--- config.mk ---
export PLATFORM = sky130hd
export DESIGN_NAME = duplicate_frame_filter_unit
export DESIGN_NICKNAME = d
export VERILOG_FILES = /design/src/dff_pkg.sv /design/src/dff_ram.sv /design/src/dff_crc.sv /design/src/dff_ctrl.sv /design/src/duplicate_frame_filter_unit.sv
export VERILOG_INCLUDE_DIRS = /design/src /design/src/src
export SDC_FILE = /design/constraint.sdc
export NUM_CORES = 1
export LEC_CHECK = 0
export BUFFER_PORTS_ARGS = -buffer_cell sky130_fd_sc_hd__buf_4
export CORE_ASPECT_RATIO = 1.2
export CORE_MARGIN = 2
export CORE_UTILIZATION = 60
export DETAILED_ROUTE_END_ITERATION = 8
export HOLD_SLACK_MARGIN = 0.08
export PLACE_DENSITY = 0.78
export SYNTH_ARGS = -nofsm -noshare
export SYNTH_HDL_FRONTEND = slang
export SYNTH_SLANG_ARGS = --single-unit
export TNS_END_PERCENT = 5
--- constraint.sdc ---
create_clock -name clk -period 12.8 [get_ports clk]
set_clock_uncertainty 0.1 [all_clocks]
set_input_delay 0.64 -clock clk [delete_from_list [all_inputs] [get_ports clk]]
set_output_delay 0.64 -clock clk [all_outputs]
set_load 0.03 [all_outputs]
--- src/duplicate_frame_filter_unit_assert.svh ---
// Assertion macros for the duplicate frame filter RTL.
`ifndef DUPLICATE_FRAME_FILTER_UNIT_ASSERT_SVH
`define DUPLICATE_FRAME_FILTER_UNIT_ASSERT_SVH

// Same-cycle implication, checked at every rising clock edge outside reset.
`define DFF_ASSERT_IMPL(label, clk, rst_n, ante, cons) \
	label: assert property (@(posedge clk) disable iff (!(rst_n)) (ante) |-> (cons)) \
		else $error("duplicate frame filter: implication check failed");

// Next-cycle implication, checked at every rising clock edge outside reset.
`define DFF_ASSERT_NEXT(label, clk, rst_n, ante, cons) \
	label: assert property (@(posedge clk) disable iff (!(rst_n)) (ante) |=> (cons)) \
		else $error("duplicate frame filter: next-cycle check failed");

`endif

--- src/dff_pkg.sv ---
// Types, constants and the CRC step function of the duplicate frame filter.
`timescale 1ns / 1ps
`default_nettype none
package dff_pkg;

	localparam int SLOTS = 8;
	localparam int SLOT_W = (SLOTS > 1) ? $clog2(SLOTS) : 1;

	localparam logic [15:0] CRC_POLY = 16'h8408;
	localparam logic [15:0] CRC_INIT = 16'hFFFF;
	localparam logic [15:0] HOLD_RESET = 16'd30;

	typedef enum logic [1:0] {
		ACT_RESTART = 2'd0,
		ACT_BYTE    = 2'd1,
		ACT_CHECK   = 2'd2,
		ACT_ADD     = 2'd3
	} act_t;

	typedef enum logic [1:0] {
		ST_IDLE  = 2'd0,
		ST_SCAN  = 2'd1,
		ST_WRITE = 2'd2
	} state_t;

	typedef struct packed {
		logic [31:0] expiry;
		logic [15:0] crc;
	} slot_t;

	localparam int SLOT_BITS = $bits(slot_t);

	typedef struct packed {
		logic       restart;
		logic       fold;
		logic [7:0] data;
	} crc_cmd_t;

	// Reflected CRC-16 over one byte, least significant bit first.
	function automatic logic [15:0] crc_fold(input logic [15:0] crc_in, input logic [7:0] b);
		logic [15:0] c;
		logic        lsb;
		c = crc_in;
		for (int k = 0; k < 8; k++) begin
			lsb = c[0] ^ b[k];
			c = {1'b0, c[15:1]};
			if (lsb) begin
				c = c ^ CRC_POLY;
			end
		end
		return c;
	endfunction

endpackage
`default_nettype wire

--- src/dff_ram.sv ---
// Generic single-write, single-read RAM with registered read data.
`timescale 1ns / 1ps
`default_nettype none
module dff_ram #(
	parameter int WIDTH = 8,
	parameter int DEPTH = 8
) (
	input  wire logic                                        clk,
	input  wire logic                                        we,
	input  wire logic [((DEPTH > 1) ? $clog2(DEPTH) : 1)-1:0] waddr,
	input  wire logic [WIDTH-1:0]                            wdata,
	input  wire logic [((DEPTH > 1) ? $clog2(DEPTH) : 1)-1:0] raddr,
	output logic      [WIDTH-1:0]                            rdata
);

	logic [WIDTH-1:0] mem_q [DEPTH];

	always_ff @(posedge clk) begin
		if (we) begin
			mem_q[waddr] <= wdata;
		end
		rdata <= mem_q[raddr];
	end

endmodule
`default_nettype wire

--- src/dff_crc.sv ---
// Running CRC-16 register with restart and byte fold.
`timescale 1ns / 1ps
`default_nettype none
module dff_crc (
	input  wire logic              clk,
	input  wire logic              arst_n,
	input  wire dff_pkg::crc_cmd_t cmd,
	output logic [15:0]            crc
);
	import dff_pkg::*;

	logic [15:0] crc_q;

	always_ff @(posedge clk or negedge arst_n) begin
		if (!arst_n) begin
			crc_q <= CRC_INIT;
		end else if (cmd.restart) begin
			crc_q <= CRC_INIT;
		end else if (cmd.fold) begin
			crc_q <= crc_fold(crc_q, cmd.data);
		end
	end

	assign crc = crc_q;

endmodule
`default_nettype wire

--- src/dff_ctrl.sv ---
// Request sequencer: scans the slot table for check and add, and forms results.
`timescale 1ns / 1ps
`default_nettype none
`include "duplicate_frame_filter_unit_assert.svh"
module dff_ctrl (
	input  wire logic                       clk,
	input  wire logic                       arst_n,
	input  wire logic                       start,
	input  wire dff_pkg::act_t              action,
	input  wire logic [7:0]                 data_byte,
	input  wire logic [31:0]                now,
	input  wire logic [15:0]                hold_time,
	input  wire logic [15:0]                crc,
	output logic                            busy,
	output logic                            done,
	output logic                            is_duplicate,
	output logic [2:0]                      slot_written,
	output logic                            replaced_oldest,
	output dff_pkg::crc_cmd_t               crc_cmd,
	output logic                            ram_we,
	output logic [dff_pkg::SLOT_W-1:0]      ram_waddr,
	output dff_pkg::slot_t                  ram_wdata,
	output logic [dff_pkg::SLOT_W-1:0]      ram_raddr,
	input  wire dff_pkg::slot_t             ram_rdata
);
	import dff_pkg::*;

	state_t              state_q, state_d;
	act_t                act_q;
	logic [31:0]         now_q;
	logic [SLOT_W-1:0]   cnt_q;
	logic [SLOT_W-1:0]   target_q;
	logic [31:0]         oldest_q;
	logic                found_q;
	logic                dup_q;
	logic [SLOTS-1:0]    valid_q;
	logic                done_q;
	logic                dup_out_q;
	logic [2:0]          written_q;
	logic                evicted_q;

	logic                accept;
	logic                last;
	logic [31:0]         exp_eff;
	logic                expired;
	logic                hit;
	logic [31:0]         diff;

	assign accept  = start && (state_q == ST_IDLE);
	assign last    = (cnt_q == SLOT_W'(SLOTS - 1));
	// A slot that was never written since reset reads as empty.
	assign exp_eff = valid_q[cnt_q] ? ram_rdata.expiry : 32'd0;
	assign expired = now_q > exp_eff;
	assign hit     = (exp_eff != 32'd0) && !expired && (ram_rdata.crc == crc);
	assign diff    = exp_eff - oldest_q;

	always_comb begin
		state_d = state_q;
		case (state_q)
			ST_IDLE: begin
				if (accept && (action == ACT_CHECK || action == ACT_ADD)) begin
					state_d = ST_SCAN;
				end
			end
			ST_SCAN: begin
				if (last) begin
					state_d = (act_q == ACT_ADD) ? ST_WRITE : ST_IDLE;
				end
			end
			ST_WRITE: begin
				state_d = ST_IDLE;
			end
			default: begin
				state_d = ST_IDLE;
			end
		endcase
	end

	always_ff @(posedge clk or negedge arst_n) begin
		if (!arst_n) begin
			state_q   <= ST_IDLE;
			cnt_q     <= '0;
			valid_q   <= '0;
			found_q   <= 1'b0;
			dup_q     <= 1'b0;
			done_q    <= 1'b0;
			dup_out_q <= 1'b0;
			written_q <= 3'd0;
			evicted_q <= 1'b0;
		end else begin
			state_q <= state_d;
			done_q  <= 1'b0;
			case (state_q)
				ST_IDLE: begin
					if (accept) begin
						act_q    <= action;
						now_q    <= now;
						cnt_q    <= '0;
						found_q  <= 1'b0;
						dup_q    <= 1'b0;
						target_q <= '0;
						if (action == ACT_RESTART || action == ACT_BYTE) begin
							done_q    <= 1'b1;
							dup_out_q <= 1'b0;
							written_q <= 3'd0;
							evicted_q <= 1'b0;
						end
					end
				end
				ST_SCAN: begin
					cnt_q <= cnt_q + SLOT_W'(1);
					if (act_q == ACT_CHECK) begin
						if (expired) begin
							valid_q[cnt_q] <= 1'b0;
						end
						dup_q <= dup_q | hit;
						if (last) begin
							done_q    <= 1'b1;
							dup_out_q <= dup_q | hit;
							written_q <= 3'd0;
							evicted_q <= 1'b0;
						end
					end else if (!found_q) begin
						// The first empty slot wins; until one shows up, track the oldest.
						if (exp_eff == 32'd0) begin
							found_q  <= 1'b1;
							target_q <= cnt_q;
						end else if (cnt_q == '0 || diff[31]) begin
							target_q <= cnt_q;
							oldest_q <= exp_eff;
						end
					end
				end
				ST_WRITE: begin
					valid_q[target_q] <= 1'b1;
					done_q    <= 1'b1;
					dup_out_q <= 1'b0;
					written_q <= 3'(32'(target_q));
					evicted_q <= !found_q;
				end
				default: begin
				end
			endcase
		end
	end

	assign busy            = (state_q != ST_IDLE);
	assign done            = done_q;
	assign is_duplicate    = dup_out_q;
	assign slot_written    = written_q;
	assign replaced_oldest = evicted_q;

	assign crc_cmd.restart = accept && (action == ACT_RESTART);
	assign crc_cmd.fold    = accept && (action == ACT_BYTE);
	assign crc_cmd.data    = data_byte;

	// The next slot is fetched while the current one is evaluated.
	assign ram_raddr        = (state_q == ST_IDLE) ? '0 : cnt_q + SLOT_W'(1);
	assign ram_we           = (state_q == ST_WRITE);
	assign ram_waddr        = target_q;
	assign ram_wdata.expiry = now_q + {16'd0, hold_time};
	assign ram_wdata.crc    = crc;

	`DFF_ASSERT_NEXT(a_accept_progress, clk, arst_n, accept, done || busy)
	`DFF_ASSERT_IMPL(a_done_idle, clk, arst_n, done, !busy)
	`DFF_ASSERT_NEXT(a_write_result, clk, arst_n, state_q == ST_WRITE, done && !busy)
	`DFF_ASSERT_IMPL(a_dup_no_evict, clk, arst_n, is_duplicate, !replaced_oldest && slot_written == 3'd0)

endmodule
`default_nettype wire

--- src/duplicate_frame_filter_unit.sv ---
// Restart and payload-byte requests: result in the cycle after acceptance, one request per cycle.
// Check requests: one slot read per cycle from the table RAM, result registered after the last slot is scanned.
// Add requests: table scan followed by the write state, which writes the slot and registers the result.
// busy is high while a scan or write runs; the result strobe done lasts one cycle, never stalled.
// Reset clears the CRC to 0xFFFF, hold time to 30 and marks every slot empty at once.
`timescale 1ns / 1ps
`default_nettype none
module duplicate_frame_filter_unit (
	input  wire logic        clk,
	input  wire logic        arst_n,
	input  wire logic        start,
	output logic             busy,
	input  wire logic [1:0]  action,
	input  wire logic [7:0]  data_byte,
	input  wire logic [31:0] now,
	output logic             done,
	output logic             is_duplicate,
	output logic [15:0]      checksum,
	output logic [2:0]       slot_written,
	output logic             replaced_oldest,
	input  wire logic        cfg_valid,
	output logic             cfg_ready,
	input  wire logic [15:0] cfg_data
);
	import dff_pkg::*;

	logic [15:0]       hold_time_q;
	logic [15:0]       crc;
	crc_cmd_t          crc_cmd;
	logic              ram_we;
	logic [SLOT_W-1:0] ram_waddr;
	slot_t             ram_wdata;
	logic [SLOT_W-1:0] ram_raddr;
	slot_t             ram_rdata;

	assign cfg_ready = 1'b1;

	always_ff @(posedge clk or negedge arst_n) begin
		if (!arst_n) begin
			hold_time_q <= HOLD_RESET;
		end else if (cfg_valid && cfg_ready) begin
			hold_time_q <= cfg_data;
		end
	end

	dff_crc u_crc (
		.clk    (clk),
		.arst_n (arst_n),
		.cmd    (crc_cmd),
		.crc    (crc)
	);

	dff_ram #(
		.WIDTH (SLOT_BITS),
		.DEPTH (SLOTS)
	) u_ram (
		.clk   (clk),
		.we    (ram_we),
		.waddr (ram_waddr),
		.wdata (ram_wdata),
		.raddr (ram_raddr),
		.rdata (ram_rdata)
	);

	dff_ctrl u_ctrl (
		.clk             (clk),
		.arst_n          (arst_n),
		.start           (start),
		.action          (act_t'(action)),
		.data_byte       (data_byte),
		.now             (now),
		.hold_time       (hold_time_q),
		.crc             (crc),
		.busy            (busy),
		.done            (done),
		.is_duplicate    (is_duplicate),
		.slot_written    (slot_written),
		.replaced_oldest (replaced_oldest),
		.crc_cmd         (crc_cmd),
		.ram_we          (ram_we),
		.ram_waddr       (ram_waddr),
		.ram_wdata       (ram_wdata),
		.ram_raddr       (ram_raddr),
		.ram_rdata       (ram_rdata)
	);

	// The CRC register holds still through the result cycle of every request.
	assign checksum = crc;

endmodule
`default_nettype wire

# == After elaboration in Yosys (flattened, before gate mapping) ==
# Memory sizes are Yosys's and may differ from the RTL's. A register that Yosys moved wholly into a read port is not among the register bits.
# Index checks and enable logic that the tools add are counted.
# op_classes
n_addsub,3
n_lt_le_gt_ge,5
eq_ne,18
n_mux,73
n_bitwise,23
n_reduce_logical,32
# op_table
cell,count
16-bit 2-to-1 mux,24
32-bit by 16-bit adder with 32-bit output,1
32-bit greater-than comparator,1
32-bit logical NOT,1
32-bit 2-to-1 mux,1
32-bit nonzero test,1
32-bit subtractor,1
3-bit 2-to-1 mux,10
2-bit NOT with 3-bit output,8
1-bit 2-to-1 mux,20
16-bit == test,1
8-bit 2-to-1 mux,2
8-bit one-hot mux with 2 select lines,1
3-bit one-hot mux with 2 select lines,2
3-bit AND reduction,4
6-bit AND reduction,2
"2-bit == test, second input constant",5
1-bit one-hot mux with 3 select lines,3
3-bit one-hot mux with 3 select lines,1
8-bit AND,1
1-bit logical AND,8
"3-bit by 4-bit < comparator with 1-bit output, second input constant",2
"2-bit by 1-bit != test with 1-bit output, second input constant",4
"2-bit != test, second input constant",4
23 further kinds,46
# word_totals
ff_bits,122
mem_bits_rw,384
in_bits,62
out_inout_bits,24
memories,1
# mem_list
memory,depth,width,rd,rd_clocked_by_memory_dff,wr,line_no,rtl
u_ram.mem_q,8,48,1,1,1,dff_ram.sv:16,logic [WIDTH-1:0] mem_q [DEPTH];

# == Depth between registers and ports, before layout ==
# Gate-level depths: netlist (run 1).
# logic_depth
depth_word,33
ltp_mapped,17
ltp_nobuf,14

# == Cells and area by module ==
# From an unflattened synthesis (run 1), not the netlist that was laid out.
# unflattened
cells_unflattened,1373
hier_area_um2,23588.9
# by_module_without_submodules
module,n_inst,cells_per_inst,area_per_inst_um2
dff_ram,1,616,15620.0
dff_ctrl,1,639,6276.0
dff_crc,1,82,1027.2
duplicate_frame_filter_unit,1,36,665.6

# == Worst setup path before layout (run 1) ==
# Ideal clock, no wire load.
# synth_timing
path_type,reg-to-reg
start,reg u_ctrl.cnt_q[0]
end,reg u_ctrl.oldest_q[0] (enable)
setup_ps,416
arrival_ps,4453
required_time_ps,12284
setup_slack_ps,7831
stages_incl_launch_ff,18
period_less_slack_ps,4969
cell_sequence,dfrtp_1 > buf_6 > or3b_4 > a21oi_4 > or3_1 > clkbuf_1 > clkbuf_1 > nand2_1 > inv_1 > ha_1 > a211oi_1 > nor2_1 > nor3_1 > o21ai_0 > o211ai_1 > o211ai_2 > o211ai_1 > nor3b_2
# synth_via
elab_chain_cells,6
elab_cells_between_ends,9
# synth_lines
element,line_no,rtl
"start, declared",dff_ctrl.sv:31,logic [SLOT_W-1:0] cnt_q;
"start signal, assigned",dff_ctrl.sv:111,cnt_q <= cnt_q + SLOT_W'(1);
1-bit binary-select mux with 3-bit select *,dff_ctrl.sv:52,assign exp_eff = valid_q[cnt_q] ? ram_rdata.expiry : 32'd0;
1-bit 2-to-1 mux (implied by the code) *,dff_ctrl.sv:52,
32-bit 2-to-1 mux *,dff_ctrl.sv:52,
named net u_ctrl.exp_eff[24],dff_ctrl.sv:44,logic [31:0] exp_eff;
32-bit subtractor / 32-bit logical NOT (equally long branches),"dff_ctrl.sv:55, dff_ctrl.sv:125",
1-bit logical OR / 1-bit NOT (equally long branches),n/a,
6-bit AND reduction (no line) *,n/a,
"end signal, assigned",dff_ctrl.sv:130,oldest_q <= exp_eff;
"end, declared",dff_ctrl.sv:33,logic [31:0] oldest_q;
# Mark *: on every way through the listed nets, which the timed path passes. The rest lies on a longest branch. The select of a mux whose other input is x is not followed.
# A chain may end at the register's enable or synchronous reset.

# == Worst setup path in the final report (run 1) ==
# layout_timing
start,reg u_ctrl.cnt_q[0]
end,reg u_ctrl.oldest_q[23] (enable)
# Same word-level chain as after synthesis.

==> results of run 1 <==
stage by stage:
stage / instance area, um^2 / setup WS (ns) / total power [mW]
final: 26600 / 6.99 / 5.70
after global routing: 26600 / 6.68 / 5.95
after CTS: 26600 / 7.03 / 5.72
after detailed placement: 24900 / 7.06 / 4.16
after global placement: 24900 / 7.28 / 4.10
after floorplan: 23800 / 7.83 / 3.62
where the power goes:
group	leakage, nW	internal, mW	switching, mW
registers	5.13	2.22	0.226
logic	3.76	0.667	1.03
clock network	0.857	0.925	0.643
path summary, 6_finish.rpt:
check / startpoint / to / slack (ns) / cells past startpoint
setup / recovery: u_ctrl.cnt_q[0]$_DFFE_PN0P_ / u_ctrl.oldest_q[23]$_DFFE_PP_ / 6.99 / 15
hold / removal: now[16] / u_ctrl.now_q[16]$_DFFE_PP_ / 0.14 / 1
setup reg to reg: u_ctrl.cnt_q[0]$_DFFE_PN0P_ / u_ctrl.oldest_q[23]$_DFFE_PP_ / 6.99 / 15
hold reg to reg: u_ctrl.dup_q$_DFFE_PN0P_ / u_ctrl.dup_q$_DFFE_PN0P_ / 0.38 / 2
max in group asynchronous: arst_n / u_ctrl.cnt_q[0]$_DFFE_PN0P_ / 11.40 / 2
min in group asynchronous: arst_n / hold_time_q[0]$_DFFE_PN0P_ / 0.59 / 2
flip-flops by register name (all words and copies together) (netlist names), 2 cells and up:
name,flops
u_ctrl.ram_waddr,3
u_ctrl.cnt_q,3
u_ram.mem_q,384
u_ram.rdata,48
u_ctrl.slot_written,3
u_ctrl.state_q,2
u_ctrl.now_q,32
u_crc.crc,16
hold_time_q,16
u_ctrl.oldest_q,32
u_ctrl.valid_q,8
u_ctrl.act_q,2
area by class of cell:
type	count	area (um^2)
multi-input combinational	926	7240
sequential	554	15900
fill	2632	12300
inverter	74	278
clock inverter	24	273
clock buffer	71	1470
tap	526	658
timing repair buffer	104	783
repair_timing:
item / CTS / global route
endpoints found under the hold margin: 26 / 0
hold buffers: 1 / 0
resized for setup: 0 / 0
cells by family after synthesis:
logic type / share of synthesized area, %
other cells: 0.0158
flops: 67.0
xor+xnor: 2.73
mux: 7.41
buf+inv: 2.91
fa+ha+maj: 4.13
compound gates: 8.59
simple gates: 7.26
Yosys cell counts, types with 33 or more instances:
cell type / count / area, um^2
inv_1: 72 / 270
edfxtp_1: 453 / 13600
dfrtp_1: 33 / 826
dfxtp_1: 48 / 961
mux2i_1: 50 / 500
ha_1: 76 / 951
clkbuf_1: 52 / 195
a2bb2oi_1: 49 / 429
o21ai_0: 63 / 315
nand2_1: 168 / 631
xnor2_1: 45 / 394
mux4_2: 48 / 1080
o221ai_1: 49 / 429
nor2_1: 102 / 383
per-layer routing:
metal  vias to the layer above  wire length (um)  global-route usage, %
met5                         -                13                      0
met4                         2              1970                   10.7
met3                       129              4450                   4.81
met2                       627             27000                   44.4
met1                      7176             21300                   36.5
li1                       6348                 -                      -
==> impl_metrics.json, run 1 <==
{
  "outcome": "finished, final reports clean",
  "grt-ovfl-total": 0,
  "crit_fanout": 42,
  "synth_seq_cells": 554,
  "vias_per_cell": 6.27,
  "clock-root-buffer": "clkbuf_16",
  "crit_required_ns": 12.94,
  "grt_max_degree": 83,
  "drive_above_1_share_pct": 17.1,
  "relSlewSlack_pct": 23.6,
  "powerDensity_nw_per_um2": 214,
  "drc_errors": 0,
  "post_cts_buffers": 0,
  "period_needed_ns": 5.81,
  "vias": 14282,
  "worstPathArrival_ns": 5.95,
  "ir_worst_vdd_mv": 0.209,
  "core.rowCount": 79,
  "report.final.slew_viol_count": 0,
  "yosysWarnings": 0,
  "antenna_found_initial": 1,
  "tns_ns": 0,
  "final_common_cell": "edfxtp_1",
  "dieArea_um2": 41200,
  "io-pin-count": 86,
  "synth_nets": 1781,
  "grt_pass1_vias": 14861,
  "ant_nets": 0,
  "port_buffers": 84,
  "stdcell_count": 2279,
  "cts_sinks": 554,
  "drtIter0Drc": 1445,
  "ys.flop_type": "edfxtp_1",
  "crit_top_cell": "a21oi_1",
  "h-tree-depth": 2,
  "worst-slew-pin-transition_ns": 1.15,
  "async_flop_share_pct": 9.57,
  "grt_use_total_pct": 27.2,
  "seq_area_frac_synth_pct": 67.0,
  "path_class": "reg2reg",
  "cts_tree": "done",
  "die_h_um": 222,
  "period_share_pct": 45.4,
  "dp.cells": 2183,
  "drt_wl_total_mm": 54.7,
  "cts_made_buffers": 52,
  "critPathSlowestCell": "or3_1",
  "critPathLaunchType": "flop",
  "avgSynthCellArea_um2": 14.5,
  "finalNetCount": 1851,
  "grt_pass1_wl_mm": 84.3,
  "cpLargestDelayFamily": "simple AND/OR/NAND/NOR gates",
  "initial_utilization_pct": 61.0,
  "area_delta_synth_final_pct": 12.0,
  "drt_pass1_iterations": 6,
  "diodes": 0,
  "dp_hpwl_mm": 33.3,
  "rsz0062_at_grt": "no",
  "netlist_area_um2": 23800,
  "setup_viol": 0,
  "p_leak_nw": 9.75,
  "max-cap-violations": 0,
  "synth_edf_count": 453,
  "hold_viol": 0,
  "wl_per_cell_um": 24.0,
  "clkLatencyLatePin_ns": 0.57,
  "clk_pin_slew_ns": 0.06,
  "place.gp.congestion": 0.916,
  "die-width_um": 186,
  "fmax_ghz": 0.172,
  "max_stage_delay_ns": 0.85,
  "min_path_type": "in2reg",
  "whs_ns": 0.145,
  "critPathCaptureType": "flop",
  "crit_chain": "inv_2 -> a41o_2 -> or3_1 -> nand2_1 -> inv_1 -> ha_1 -> a211oi_1 -> o21bai_1 -> a21oi_1 -> o21ai_0 -> a21oi_1 -> o211ai_2 -> o211ai_1 -> nor3b_4 -> buf_4",
  "critPathBufInv": 3,
  "clk_path_buf_depth": 3,
  "synthDistinctLibCells": 70,
  "postLayoutCoreUtil_pct": 68.4,
  "synthCells": 1642,
  "core_area_um2": 38900,
  "layout_common_cells": "edfxtp_1 (453), nand2_1 (165), buf_4 (103)"
}
No activity file was read; power rests on OpenSTA's default activity.
==> run 2: changes to the inputs <==
CORE_UTILIZATION = 56   (was 60)
PLACE_DENSITY = 0.76   (was 0.78)
clock period = 4.9 ns   (was 12.8 ns; I/O delays follow)
==> impl_metrics.json, run 2 (synthesis results as in run 1) <==
{
  "outcome": "finished, final reports clean",
  "vias": 14754,
  "dp.cells": 2210,
  "stdcell_count": 2387,
  "fmax_ghz": 0.226,
  "core.rowCount": 82,
  "clk_path_buf_depth": 3,
  "tns_ns": 0,
  "reg2reg_setup_slack_ns": 0.47,
  "r2r_start": "u_ctrl.cnt_q[2]$_DFFE_PN0P_",
  "vias_per_cell": 6.18,
  "drc_errors": 0,
  "worstPathArrival_ns": 4.64,
  "crit_required_ns": 5.11,
  "max-cap-violations": 0,
  "core_area_um2": 41900,
  "min_path_cells": 4,
  "ir_worst_vdd_mv": 0.468,
  "cts_sinks": 554,
  "period_needed_ns": 4.43,
  "num-fill-cells": 2856,
  "dp_hpwl_mm": 33.1,
  "place.gp.congestion": 0.879,
  "p_leak_nw": 10.1,
  "r2r-end": "u_ctrl.oldest_q[9]$_DFFE_PP_",
  "finalNetCount": 1936,
  "drive_above_1_share_pct": 16.9,
  "hp-start": "data_byte[7]",
  "worst-slew-pin-transition_ns": 1.20,
  "ff_latch_area_um2": 15900,
  "period_share_pct": 90.3,
  "holdPathEnd": "u_crc.crc[15]$_DFFE_PN1P_",
  "final_common_cell": "edfxtp_1",
  "layout_common_cells": "edfxtp_1 (453), nand2_1 (165), buf_4 (107)",
  "io-pin-count": 86,
  "setup_viol": 0,
  "critPathLaunchType": "flop",
  "grt_use_total_pct": 26.3,
  "multi_input_area_um2": 7240,
  "drt_pass1_iterations": 5,
  "clock-root-buffer": "clkbuf_16",
  "report.final.slew_viol_count": 0,
  "crit_fanout": 30,
  "wl_per_cell_um": 23.9,
  "h-tree-depth": 2,
  "worst_slack_ns": 0.474,
  "critPathCaptureType": "flop",
  "min_path_type": "in2reg",
  "cts_tree": "done",
  "antenna_found_initial": 1,
  "relSlewSlack_pct": 20.0,
  "preCtsSetupSlack_ns": 0.291,
  "path_class": "reg2reg",
  "powerDensity_nw_per_um2": 548,
  "dieArea_um2": 44100,
  "cts.repair.resized": 0,
  "rsz0062_at_grt": "no",
  "clkLatencyLatePin_ns": 0.59,
  "die-width_um": 192,
  "hold_viol": 0,
  "area_delta_synth_final_pct": 15.9,
  "regMostFlops": "u_ram.mem_q",
  "cts_made_buffers": 53,
  "port_buffers": 84,
  "clk_pin_slew_ns": 0.06,
  "initial_utilization_pct": 56.8,
  "drt_wl_total_mm": 57.1,
  "grt_max_degree": 63,
  "drtIter0Drc": 1507,
  "grt_pass1_vias": 15244,
  "r2r_cells": 15,
  "ant_nets": 0,
  "grt_pass1_wl_mm": 87.1,
  "grt-ovfl-total": 0,
  "largest_register_ffs": 384,
  "reg_top3": "u_ram.mem_q: 384 flops, u_ram.rdata: 48 flops",
  "die_h_um": 230
}
## run 2: changes by cell type in the layout (fill, tap and decap cells not counted), sizes merged
cell         before  now
clkinvlp          3    1
diode             0    1
clkinv           15   20
buf             103  111
inv              74   77
dlygate4sd3       1   77
clkbuf           71   68
## run 2: repair_timing
action                     CTS  global route
buffers inserted             0             1
setup endpoints to repair    0            23
hold buffers                77             0
hold endpoints to repair   116             0
## run 2: worst max-delay path by stage
stage / from / endpoint / slack, ns / cells after the start
after floorplan: u_ctrl.state_q[1]$_DFFE_PN0P_ / u_ram.mem_q[1][0]$_DFFE_PP_ / 0.13 / 3
after global placement: u_ctrl.cnt_q[2]$_DFFE_PN0P_ / u_ctrl.oldest_q[12]$_DFFE_PP_ / 0.41 / 15
after CTS: u_ctrl.cnt_q[2]$_DFFE_PN0P_ / u_ctrl.oldest_q[14]$_DFFE_PP_ / 0.26 / 16
after detailed placement: u_ctrl.cnt_q[2]$_DFFE_PN0P_ / u_ctrl.oldest_q[11]$_DFFE_PP_ / 0.29 / 16
after global routing: u_ctrl.cnt_q[1]$_DFFE_PN0P_ / u_ctrl.oldest_q[9]$_DFFE_PP_ / 0.12 / 16
final: u_ctrl.cnt_q[2]$_DFFE_PN0P_ / u_ctrl.oldest_q[9]$_DFFE_PP_ / 0.47 / 15
## run 2: critical path, stage by stage (launching register included)
cell and delay (ns):
dfrtp_1 0.48, and4_1 0.25, a41o_2 0.29, or3_1 0.44, buf_12 0.19, nand2_1 0.10, inv_1 0.06, ha_1 0.32
and3_1 0.18, o32ai_1 0.14, a21boi_0 0.15, a311oi_1 0.38, nor4_2 0.13, nor4b_1 0.54, nor3b_4 0.11, buf_4 0.27
## run 2: stage by stage
step	util [%]	total power [mW]	instance area, um^2	hold WS (ns)
2_1_floorplan	-	9.46	23800	-0.151
3_3_place_gp	59.7	10.8	25000	0.281
3_5_place_dp	59.7	10.9	25000	0.292
4_1_cts	65.8	15.1	27500	0.0828
5_1_grt	65.8	15.7	27500	0.132
6_report	65.8	15.1	27500	0.0936
## run 2: layer usage
| metal | vias to the layer above | wire length, um | track usage (%) |
|---|---|---|---|
| met2 | 659 | 28200 | 43.2 |
| met4 | 0 | 1890 | 9.92 |
| met1 | 7451 | 22800 | 35.8 |
| met3 | 129 | 4230 | 3.74 |
| li1 | 6515 | - | - |
| met5 | - | 0 | 0 |
## run 2: final cells by class
type,instances,area share (%)
Antenna cell,1,0.00908
Clock buffer,68,5.24
Clock inverter,30,1.18
Inverter,74,1.01
Multi-Input combinational cell,926,26.3
Sequential cell,554,57.8
Tap cell,546,2.48
Timing Repair Buffer,188,6.00
## run 2: report_power, final
part / internal (mW) / switching [mW]
combinational: 1.85 / 2.76
clock: 2.40 / 1.75
sequential: 5.79 / 0.539
==> run 3: changes to the inputs <==
RECOVER_POWER = 25   (was default)
==> impl_metrics.json, run 3 (synthesis results as in run 1) <==
{
  "outcome": "finished, violations left",
  "violations": "capacitance limit, slew limit",
  "path_class": "reg2reg",
  "crit_required_ns": 5.11,
  "cpLargestDelayFamily": "simple AND/OR/NAND/NOR gates",
  "vias": 14737,
  "grt_pass1_vias": 15244,
  "rsz0062_at_grt": "no",
  "grt_max_degree": 63,
  "fmax_ghz": 0.222,
  "dp_hpwl_mm": 33.1,
  "wl_per_cell_um": 23.9,
  "cts_sinks": 554,
  "largest_register_ffs": 384,
  "drtIter0Drc": 1384,
  "core.rowCount": 82,
  "min_path_type": "in2reg",
  "drt_wl_total_mm": 57.0,
  "clk_path_buf_depth": 3,
  "critPathLaunchType": "flop",
  "area_delta_synth_final_pct": 15.6,
  "cts_made_buffers": 53,
  "grt_pass1_wl_mm": 87.1,
  "crit_chain": "and4_1 -> a41o_1 -> or3_1 -> buf_12 -> nand2_1 -> inv_1 -> ha_1 -> and3_1 -> o32ai_1 -> a21boi_0 -> a311oi_1 -> nor4_2 -> nor4b_1 -> nor3b_4 -> buf_4",
  "relSlewSlack_pct": -122,
  "dp.cells": 2210,
  "cts.repair.resized": 0,
  "hold_viol": 0,
  "ir_worst_vdd_mv": 0.450,
  "vias_per_cell": 6.17,
  "io-pin-count": 86,
  "ant_nets": 0,
  "critPathCaptureType": "flop",
  "antenna_found_initial": 1,
  "crit_fanout": 30,
  "critPathBufInv": 3,
  "place.gp.congestion": 0.879,
  "clk_pin_slew_ns": 0.06,
  "drt_pass1_iterations": 5,
  "h-tree-depth": 2,
  "reg_top3": "u_ram.mem_q: 384 flops, u_ram.rdata: 48 flops",
  "clock-root-buffer": "clkbuf_16",
  "layout_common_cells": "edfxtp_1 (453), nand2_1 (165), nor2_1 (96)",
  "cts_tree": "done",
  "regMostFlops": "u_ram.mem_q",
  "drc_errors": 0,
  "worst-slew-pin-transition_ns": 3.33,
  "powerDensity_nw_per_um2": 548,
  "drive_above_1_share_pct": 14.7,
  "max-cap-violations": 1,
  "num-fill-cells": 2879,
  "tns_ns": 0,
  "dieArea_um2": 44100,
  "period_share_pct": 91.7,
  "stdcell_count": 2387,
  "period_needed_ns": 4.49,
  "max_stage_delay_ns": 0.55,
  "final_common_cell": "edfxtp_1",
  "p_leak_nw": 10.0,
  "report.final.slew_viol_count": 52,
  "initial_utilization_pct": 56.8,
  "setup_viol": 0,
  "finalNetCount": 1936,
  "grt-ovfl-total": 0,
  "clkLatencyLatePin_ns": 0.59,
  "grt_use_total_pct": 26.3,
  "die_h_um": 230,
  "worstPathArrival_ns": 4.70,
  "die-width_um": 192,
  "port_buffers": 84,
  "core_area_um2": 41900,
  "critPathSlowestCell": "nor4b_1"
}
==> run 3: cell type report <==
cell class	count	area (um^2)	area share, %
flip-flops and latches	554	15900	57.9
multi-input cells	926	7240	26.4
repair buffers	188	1580	5.75
clock buffers	68	1440	5.25
well taps	546	683	2.49
clock inverters	30	324	1.18
inverters	74	278	1.01
diodes	1	2.50	0.00911
==> run 3: metrics by stage <==
step                utilization (%)  instance area, um^2  setup slack, ns  total power [mW]  hold WS, ns
finish                         65.6                27500            0.405              15.1        0.116
detailed placement             59.7                25000            0.291              10.9        0.292
floorplan                         -                23800            0.126              9.46       -0.151
global placement               59.7                25000            0.412              10.8        0.281
CTS                            65.8                27500            0.260              15.1       0.0828
global route                   65.6                27500           0.0910              15.7        0.138
==> run 3: where the power goes <==
group,switching (mW),total (mW),internal [mW]
sequential,0.537,6.31,5.77
clock,1.75,4.15,2.40
combinational,2.75,4.59,1.84
==> run 3: routing by layer <==
layer  wire [um]  share of wire, %  vias to the layer above  GRT usage (%)
li1            -                 -                     6511              -
met1       22800                40                     7454           35.8
met2       28200                49                      647           43.2
met3        4150               7.3                      125           3.74
met4        1880               3.3                        0           9.92
met5           0                 0                        -              0
==> run 3: worst register-to-register path, stage by stage (launching register included) <==
cell,delay [ns]
dfrtp_1,0.49
and4_1,0.26
a41o_1,0.31
or3_1,0.45
buf_12,0.19
nand2_1,0.10
inv_1,0.06
ha_1,0.32
and3_1,0.18
o32ai_1,0.14
a21boi_0,0.15
a311oi_1,0.38
nor4_2,0.13
nor4b_1,0.56
nor3b_4,0.11
buf_4,0.27
==> run 3: final timing paths <==
kind | from | end | slack, ns | depth (start not counted)
max in group asynchronous | arst_n | u_ctrl.cnt_q[0]$_DFFE_PN0P_ | 3.90 | 2
hold reg to reg | u_ctrl.dup_q$_DFFE_PN0P_ | u_ctrl.dup_q$_DFFE_PN0P_ | 0.39 | 2
min in group asynchronous | arst_n | hold_time_q[0]$_DFFE_PN0P_ | 0.19 | 2
setup reg to reg | u_ctrl.cnt_q[2]$_DFFE_PN0P_ | u_ctrl.oldest_q[9]$_DFFE_PP_ | 0.41 | 15
setup / recovery | u_ctrl.cnt_q[2]$_DFFE_PN0P_ | u_ctrl.oldest_q[9]$_DFFE_PP_ | 0.41 | 15
hold / removal | data_byte[7] | u_crc.crc[15]$_DFFE_PN1P_ | 0.12 | 4
==> run 3: what timing repair did <==
action,CTS,global route
hold endpoints to repair,116,0
hold buffers,77,0
endpoints found under the setup margin,0,23
setup buffers,0,1
